`src/hdl/sha_pkg.sv`:
```
// ----------------------------------------------------------------------------
// sha_pkg
// Shared types, register codes and the sieve hole table.
// ----------------------------------------------------------------------------
package sha_pkg;

  localparam int COORD_BITS_DEF = 18;
  localparam int HOLE_COUNT     = 86;
  localparam int RADIUS_SQ_BITS = 32;

  localparam logic [RADIUS_SQ_BITS-1:0] SMALL_R2_RST = 32'd490000;
  localparam logic [RADIUS_SQ_BITS-1:0] LARGE_R2_RST = 32'd1809025;

  typedef enum logic [0:0] {
    REG_SMALL_R2 = 1'b0,
    REG_LARGE_R2 = 1'b1
  } sha_reg_e;

  // control that travels down the chain next to the point
  typedef struct packed {
    logic valid;
    logic in_hole;
  } sha_ctl_t;

  // hole centres in micrometres; the first three are the large holes
  localparam int HOLE_CX [HOLE_COUNT] = '{
    0, 26600, -19950,
    -26600, -13300, 13300, 26600, 39900,
    -26600, -13300, 0, 13300, 26600, 39900,
    -26600, -13300, 0, 13300, 26600, 39900,
    -26600, -13300, 0, 13300, 26600, 39900,
    -26600, -13300, 0, 13300, 26600, 39900,
    -26600, -13300, 0, 13300, 39900,
    -26600, -13300, 0, 13300, 26600, 39900,
    -26600, -13300, 0, 13300, 26600, 39900,
    -39910, -39910, -39910, -39910, -39910, -39910, -39910, -39910,
    6650, 6650, 6650, 6650, 6650,
    -6650, -6650, -6650, -6650, -6650,
    19950, 19950, 19950, 19950, 19950,
    33250, 33250, 33250, 33250, 33250,
    -19950, -19950, -19950, -19950,
    -33950, -33950, -33950, -33950, -33950
  };

  localparam int HOLE_CY [HOLE_COUNT] = '{
    0, -6120, 8520,
    0, 0, 0, 0, 0,
    6120, 6120, 6120, 6120, 6120, 6120,
    10920, 10920, 10920, 10920, 10920, 10920,
    15720, 15720, 15720, 15720, 15720, 15720,
    20520, 20520, 20520, 20520, 20520, 20520,
    -6120, -6120, -6120, -6120, -6120,
    -12240, -12240, -12240, -12240, -12240, -12240,
    -18360, -18360, -18360, -18360, -18360, -18360,
    0, 6120, 10920, 15720, 20520, -6120, -12240, -18360,
    -3060, -15300, -21420, 18120, 8520,
    -3060, -15300, -21420, 8520, 18120,
    -3060, -15300, -21420, 8520, 18120,
    -3060, -15300, -21420, 8520, 18120,
    -3060, -15300, -21420, 18120,
    -3060, -15300, -21420, 18120, 8520
  };

  localparam int LARGE_HOLES = 3;

endpackage

```
`src/hdl/sha_cell.sv`:
```
// ----------------------------------------------------------------------------
// sha_cell
// One hole of the sieve: two-stage test of the passing point, ORed into the
// in-hole flag that is handed on to the next cell.
// ----------------------------------------------------------------------------
module sha_cell import sha_pkg::*; #(
  parameter int COORD_BITS = COORD_BITS_DEF,
  parameter int CX         = 0,
  parameter int CY         = 0,
  parameter bit BIG        = 1'b0
) (
  input  logic                      clk_i,
  input  logic                      rst_ni,
  input  logic                      adv_i,
  input  sha_ctl_t                  ctl_i,
  input  logic signed [COORD_BITS:0] px_i,
  input  logic signed [COORD_BITS:0] py_i,
  input  logic [RADIUS_SQ_BITS-1:0] small_r2_i,
  input  logic [RADIUS_SQ_BITS-1:0] large_r2_i,
  output sha_ctl_t                  ctl_o,
  output logic signed [COORD_BITS:0] px_o,
  output logic signed [COORD_BITS:0] py_o
);

  localparam int DW = COORD_BITS + 2;
  localparam logic signed [DW-1:0] CX_V = DW'(CX);
  localparam logic signed [DW-1:0] CY_V = DW'(CY);

  logic signed [DW-1:0] dx, dy;
  logic [DW-1:0]        mag_x, mag_y;
  logic                 far_d;
  logic [31:0]          dxsq_d, dysq_d;

  sha_ctl_t                   ctl1_q, ctl2_q;
  logic signed [COORD_BITS:0] px1_q, py1_q, px2_q, py2_q;
  logic [31:0]                dxsq_q, dysq_q;
  logic                       far_q;

  logic [RADIUS_SQ_BITS-1:0] r2;
  logic [32:0]               dist_sq;
  logic                      hit;

  assign dx    = $signed({px_i[COORD_BITS], px_i}) - CX_V;
  assign dy    = $signed({py_i[COORD_BITS], py_i}) - CY_V;
  assign mag_x = dx[DW-1] ? DW'(-dx) : DW'(dx);
  assign mag_y = dy[DW-1] ? DW'(-dy) : DW'(dy);
  // 65536 or more on either axis is outside any 32-bit squared radius
  assign far_d  = (|mag_x[DW-1:16]) | (|mag_y[DW-1:16]);
  assign dxsq_d = mag_x[15:0] * mag_x[15:0];
  assign dysq_d = mag_y[15:0] * mag_y[15:0];

  assign r2      = BIG ? large_r2_i : small_r2_i;
  assign dist_sq = {1'b0, dxsq_q} + {1'b0, dysq_q};
  assign hit     = !far_q && (dist_sq < {1'b0, r2});

  always_ff @(posedge clk_i or negedge rst_ni) begin
    if (!rst_ni) begin
      ctl1_q <= '0;
      ctl2_q <= '0;
    end else if (adv_i) begin
      ctl1_q         <= ctl_i;
      ctl2_q.valid   <= ctl1_q.valid;
      ctl2_q.in_hole <= ctl1_q.in_hole | hit;
    end
  end

  always_ff @(posedge clk_i) begin
    if (adv_i) begin
      px1_q  <= px_i;
      py1_q  <= py_i;
      dxsq_q <= dxsq_d;
      dysq_q <= dysq_d;
      far_q  <= far_d;
      px2_q  <= px1_q;
      py2_q  <= py1_q;
    end
  end

  assign ctl_o = ctl2_q;
  assign px_o  = px2_q;
  assign py_o  = py2_q;

endmodule
```
`config.mk`:
```
export PLATFORM = sky130hd
export DESIGN_NAME = sha_cell
export DESIGN_NICKNAME = d
export VERILOG_FILES = /design/src/hdl/sha_pkg.sv /design/src/hdl/sha_cell.sv
export SDC_FILE = /design/constraint.sdc
export NUM_CORES = 1
export LEC_CHECK = 0
export BUFFER_PORTS_ARGS = -buffer_cell sky130_fd_sc_hd__buf_2
export CORE_MARGIN = 3
export CORE_UTILIZATION = 60
export DETAILED_ROUTE_END_ITERATION = 16
export PLACE_DENSITY_LB_ADDON = 0.05
export SLEW_MARGIN = 20
export SYNTH_ARGS = -nofsm -noshare
export SYNTH_HDL_FRONTEND = slang
export SYNTH_SLANG_ARGS = --single-unit
```
`constraint.sdc`:
```
create_clock -name clk_i -period 8.78 [get_ports clk_i]
set_input_delay 1.317 -clock clk_i [delete_from_list [all_inputs] [get_ports clk_i]]
set_output_delay 1.317 -clock clk_i [all_outputs]
set_load 0.01 [all_outputs]
```
Word-level counts from Yosys, hierarchy flattened
Cells that the tools add are included.
- input bits: 107
- bits in writable memories: 0
- memory bits (read-only): 0
- flip-flop bits (word level): 145
- memories: 0
- latch bits: 0
- order comparisons: 1
- multiply operators: 2
- $add $sub $neg: 3
- shift operators: 0
- eq/ne operators: 0
- div/mod/pow operators: 0
- bitwise logic cells: 2
- reduce and logical (&&, ||, !) cells: 4
- multiplexer cells: 2
- operators by type and width (cell ; number):
    $mul 16x16->32 ; 2
    $mux 20 ; 2
    $neg 19->20 ; 2
    $add 32x32->33 ; 1
    $lt 33x32->1 ; 1
    $reduce_or 4->1 ; 2
    $or 1x1->1 ; 2
    $logic_and 1x1->1 ; 1
    $logic_not 1->1 ; 1

Logic depth before layout (Yosys ltp)
- word-level depth: 4
- gate-level depth with buffers: 32
- depth with buffers taken out: 31

Least setup slack after synthesis
OpenSTA, ideal clock, no wires.
- path type: input to register
- from: input port py_i[0]
- to: register dysq_q[31] (data pin)
- stages on the path: 29
- path buffers: 1
- data required time: 8.520 ns
- path slack: -0.167 ns
- data arrival time: 8.687 ns
- setup time: 0.260 ns
- cell sequence: clkinv_1 clkbuf_1 ha_1 nand2b_1 or4_1 o31ai_1 xor2_1 clkinv_1 nand2_1 inv_1 fa_1 inv_1 fa_1 inv_1 fa_1 fa_1 fa_1 inv_1 fa_1 inv_1 ha_1 and3_1 a31o_2 a2111o_1 a22oi_1 a31oi_1 a221o_1 a21oi_1 xnor2_1
- longest elaborated chain between the ends: 3
- RTL lines (what ; line ; RTL):
    from (decl) ; sha_cell.sv:17 ; input logic signed [COORD_BITS:0] py_i,
    $neg 19->20 ; sha_cell.sv:46 ; assign mag_y = dy[DW-1] ? DW'(-dy) : DW'(dy);
    $mux 20 (*) ; sha_cell.sv:46 ;
    $mul 16x16->32 (*) ; sha_cell.sv:50 ; assign dysq_d = mag_y[15:0] * mag_y[15:0];
    named net dysq_d[31] ; sha_cell.sv:32 ; logic [31:0] dxsq_d, dysq_d;
    to (signal assigned) ; sha_cell.sv:72 ; dysq_q <= dysq_d;
    to (decl) ; sha_cell.sv:36 ; logic [31:0] dxsq_q, dysq_q;
The timed path passes the listed nets; every way through them passes the cells marked *.
A chain may end at the register's enable or synchronous reset.

Final worst setup path
Ends and elaborated chain as after synthesis.

==> flow_summary.json <==
{
  "status": "complete, no violations",
  "hpwlAfterDp_um": 38700,
  "die_w_um": 192,
  "wl_per_cell_um": 16.5,
  "grt_pass1_vias": 16259,
  "overflow": 0,
  "port_buffers": 114,
  "synth-async-reset-ratio_pct": 2.84,
  "required_ns": 8.97,
  "rr_worst_depth": 15,
  "min_path_type": "reg2reg",
  "start_util_pct": 61.4,
  "hold_violations": 0,
  "cts.reportedPaths.clkPinSlew_ns": 0.06,
  "grt_max_degree": 61,
  "synth_seq_cells": 141,
  "critPathKind": "in2reg",
  "num_vias": 15128,
  "hold_path_depth": 0,
  "yosysTopAreaCellShare_pct": 31.4,
  "synth.largest_area_cell": "fa_1",
  "r2r-start": "dysq_q[3]",
  "route.detailed.drc": 0,
  "root_buffer": "clkbuf_16",
  "yosysWarnings": 0,
  "worst_setup_path_end_kind": "flip-flop",
  "antenna_found_initial": 1,
  "cpMaxStageDelayCell": "fa_1",
  "htreeDepth": 4,
  "setup_viol": 0,
  "worstPathArrival_ns": 8.62,
  "hold_path_end": "py_o[2]",
  "final_nets": 3023,
  "cts_sinks": 141,
  "critPathLaunchType": "input pin",
  "timing.hold.ws_ns": 0.417,
  "cts_buffers": 17,
  "cp_max_fo": 4,
  "slew_headroom_pct": 46.7,
  "synth_ff_type": "edfxtp_1",
  "die-area_um2": 36800,
  "ios": 147,
  "syn_area_um2": 20700,
  "diodes": 0,
  "num_rows": 67,
  "routed_wirelength_um": 46100,
  "cts_tree": "built",
  "r2r_end": "ctl_o[0]",
  "grt_usage_pct": 26.8,
  "path_common_cell": "fa_1",
  "tightestPinTransition_ns": 0.794,
  "postSynthAreaPerCell_um2": 9.95,
  "layout-drive-gt1-share_pct": 14.0,
  "finalClockSkew_ns": 0.00681,
  "clkLatencyLatePin_ns": 0.44,
  "avgViaCountPerCell": 5.41,
  "die_h_um": 192,
  "gp_congestion": 0.927,
  "dp_cells": 2764,
  "grt_pass1_wl_um": 77200,
  "cap_violations": 0,
  "final_cell_mix": "inv_1 (493), fa_1 (325), ha_1 (256)",
  "drtIter0Drc": 826,
  "antenna_left": 0,
  "core_area_um2": 33800,
  "area_delta_synth_final_pct": 12.9,
  "yosys-top-cells-area": "fa_1 (31%), edfxtp_1 (20%), ha_1 (15%), inv_1 (8.9%), nand2_1 (3.3%)",
  "ys_types": 69,
  "ctsLongestPathBuffers": 2,
  "fin_cells": 2796,
  "worstHoldStart": "py1_q[2]",
  "synth_nets": 2774,
  "finalWorstPathRequiredPeriod_ns": 8.43,
  "synth-edff-count": 137,
  "ff2ff_setup_slack_ns": 4.20,
  "period_share_pct": 96.1,
  "path_delay_family": "adder cells",
  "cpPeakStageDelay_ns": 0.54,
  "ys_seq_area_share_pct": 20.3,
  "synthCells": 2086,
  "critPathBufInv": 6,
  "maxSlewViolCount": 0,
  "timing.fmax_ghz": 0.119,
  "first_pass_iters": 5,
  "layout.cells.most_common": "inv_1",
  "final_util_pct": 69.4
}
## through the flow
step                  TNS, ns  cell area, µm²  setup WS [ns]
finish                      0           23400          0.345
CTS                         0           23400          0.212
detailed placement     -0.748           22800         -0.214
global route        -0.000448           23400      -0.000448
global placement       -0.444           22800         -0.129
floorplan                   0           20700        0.00201
## worst max path at each step
stage / endpoint / cells past startpoint / from
final: dysq_q[31] / 27 / py_i[0]
after global routing: dysq_q[31] / 29 / py_i[1]
after CTS: dxsq_q[31] / 28 / px_i[7]
after detailed placement: dxsq_q[31] / 28 / px_i[7]
after global placement: dxsq_q[31] / 28 / px_i[7]
after floorplan: dxsq_q[31] / 29 / px_i[0]
## sequential cells by signal (all words and copies together) (netlist names), 2 cells and up
name    flops
dxsq_q     30
dysq_q     30
px1_q      19
px_o       19
py1_q      19
py_o       19
ctl1_q      2
ctl_o       2
## cell families (layout without fill, tap and decap cells)
| family | after synthesis | after routing | synth area share, % |
|---|---|---|---|
| AO/OA/AOI/OAI | 247 | 247 | 8.01 |
| XOR/XNOR | 121 | 121 | 5.34 |
| adder cells (fa/ha/maj) | 581 | 581 | 46.8 |
| buffers and inverters | 531 | 793 | 9.65 |
| flip-flops | 141 | 141 | 20.3 |
| multiplexers | 8 | 8 | 0.416 |
| AND/OR/NAND/NOR | 457 | 457 | 9.47 |
## synth_stat cells, drive strengths merged (6+ instances only)
library cell and n:
o21a 16, fa 325, o31ai 11, o21bai 7
inv 498, nand3 14, nand2 185, xor2 43
clkinv 7, clkbuf 24, nor3 16, ha 256
nor2b 6, nand2b 11, o21ai 47, and3 9
a21oi 58, a211oi 15, a21o 50, edfxtp 137
or2 6, nand4 9, nor2 175, a31oi 7
xnor2 78
## metal layers
layer	up-vias	global-route usage, %	wire, µm
li1	7131	-	-
met1	7539	37.8	20200
met2	395	44.0	22100
met3	63	3.71	2890
met4	0	7.06	855
met5	-	0	0
## final cells by class
type,count,area (µm²)
clock buffers,17,425
clock inverters,15,129
fillers,2674,10400
inverters,505,1900
multi-input cells,1414,14600
flip-flops and latches,141,4210
well taps,448,561
repair buffers,256,1640
## repair_timing
action / CTS / global route
buffers inserted: 0 / 0
gates resized for setup: 0 / 6
endpoints found under the setup margin: 0 / 6
hold buffers: 0 / 0
Power is not shown: default switching activity piles up to over one toggle a cycle in this logic, so the estimate is an artifact.
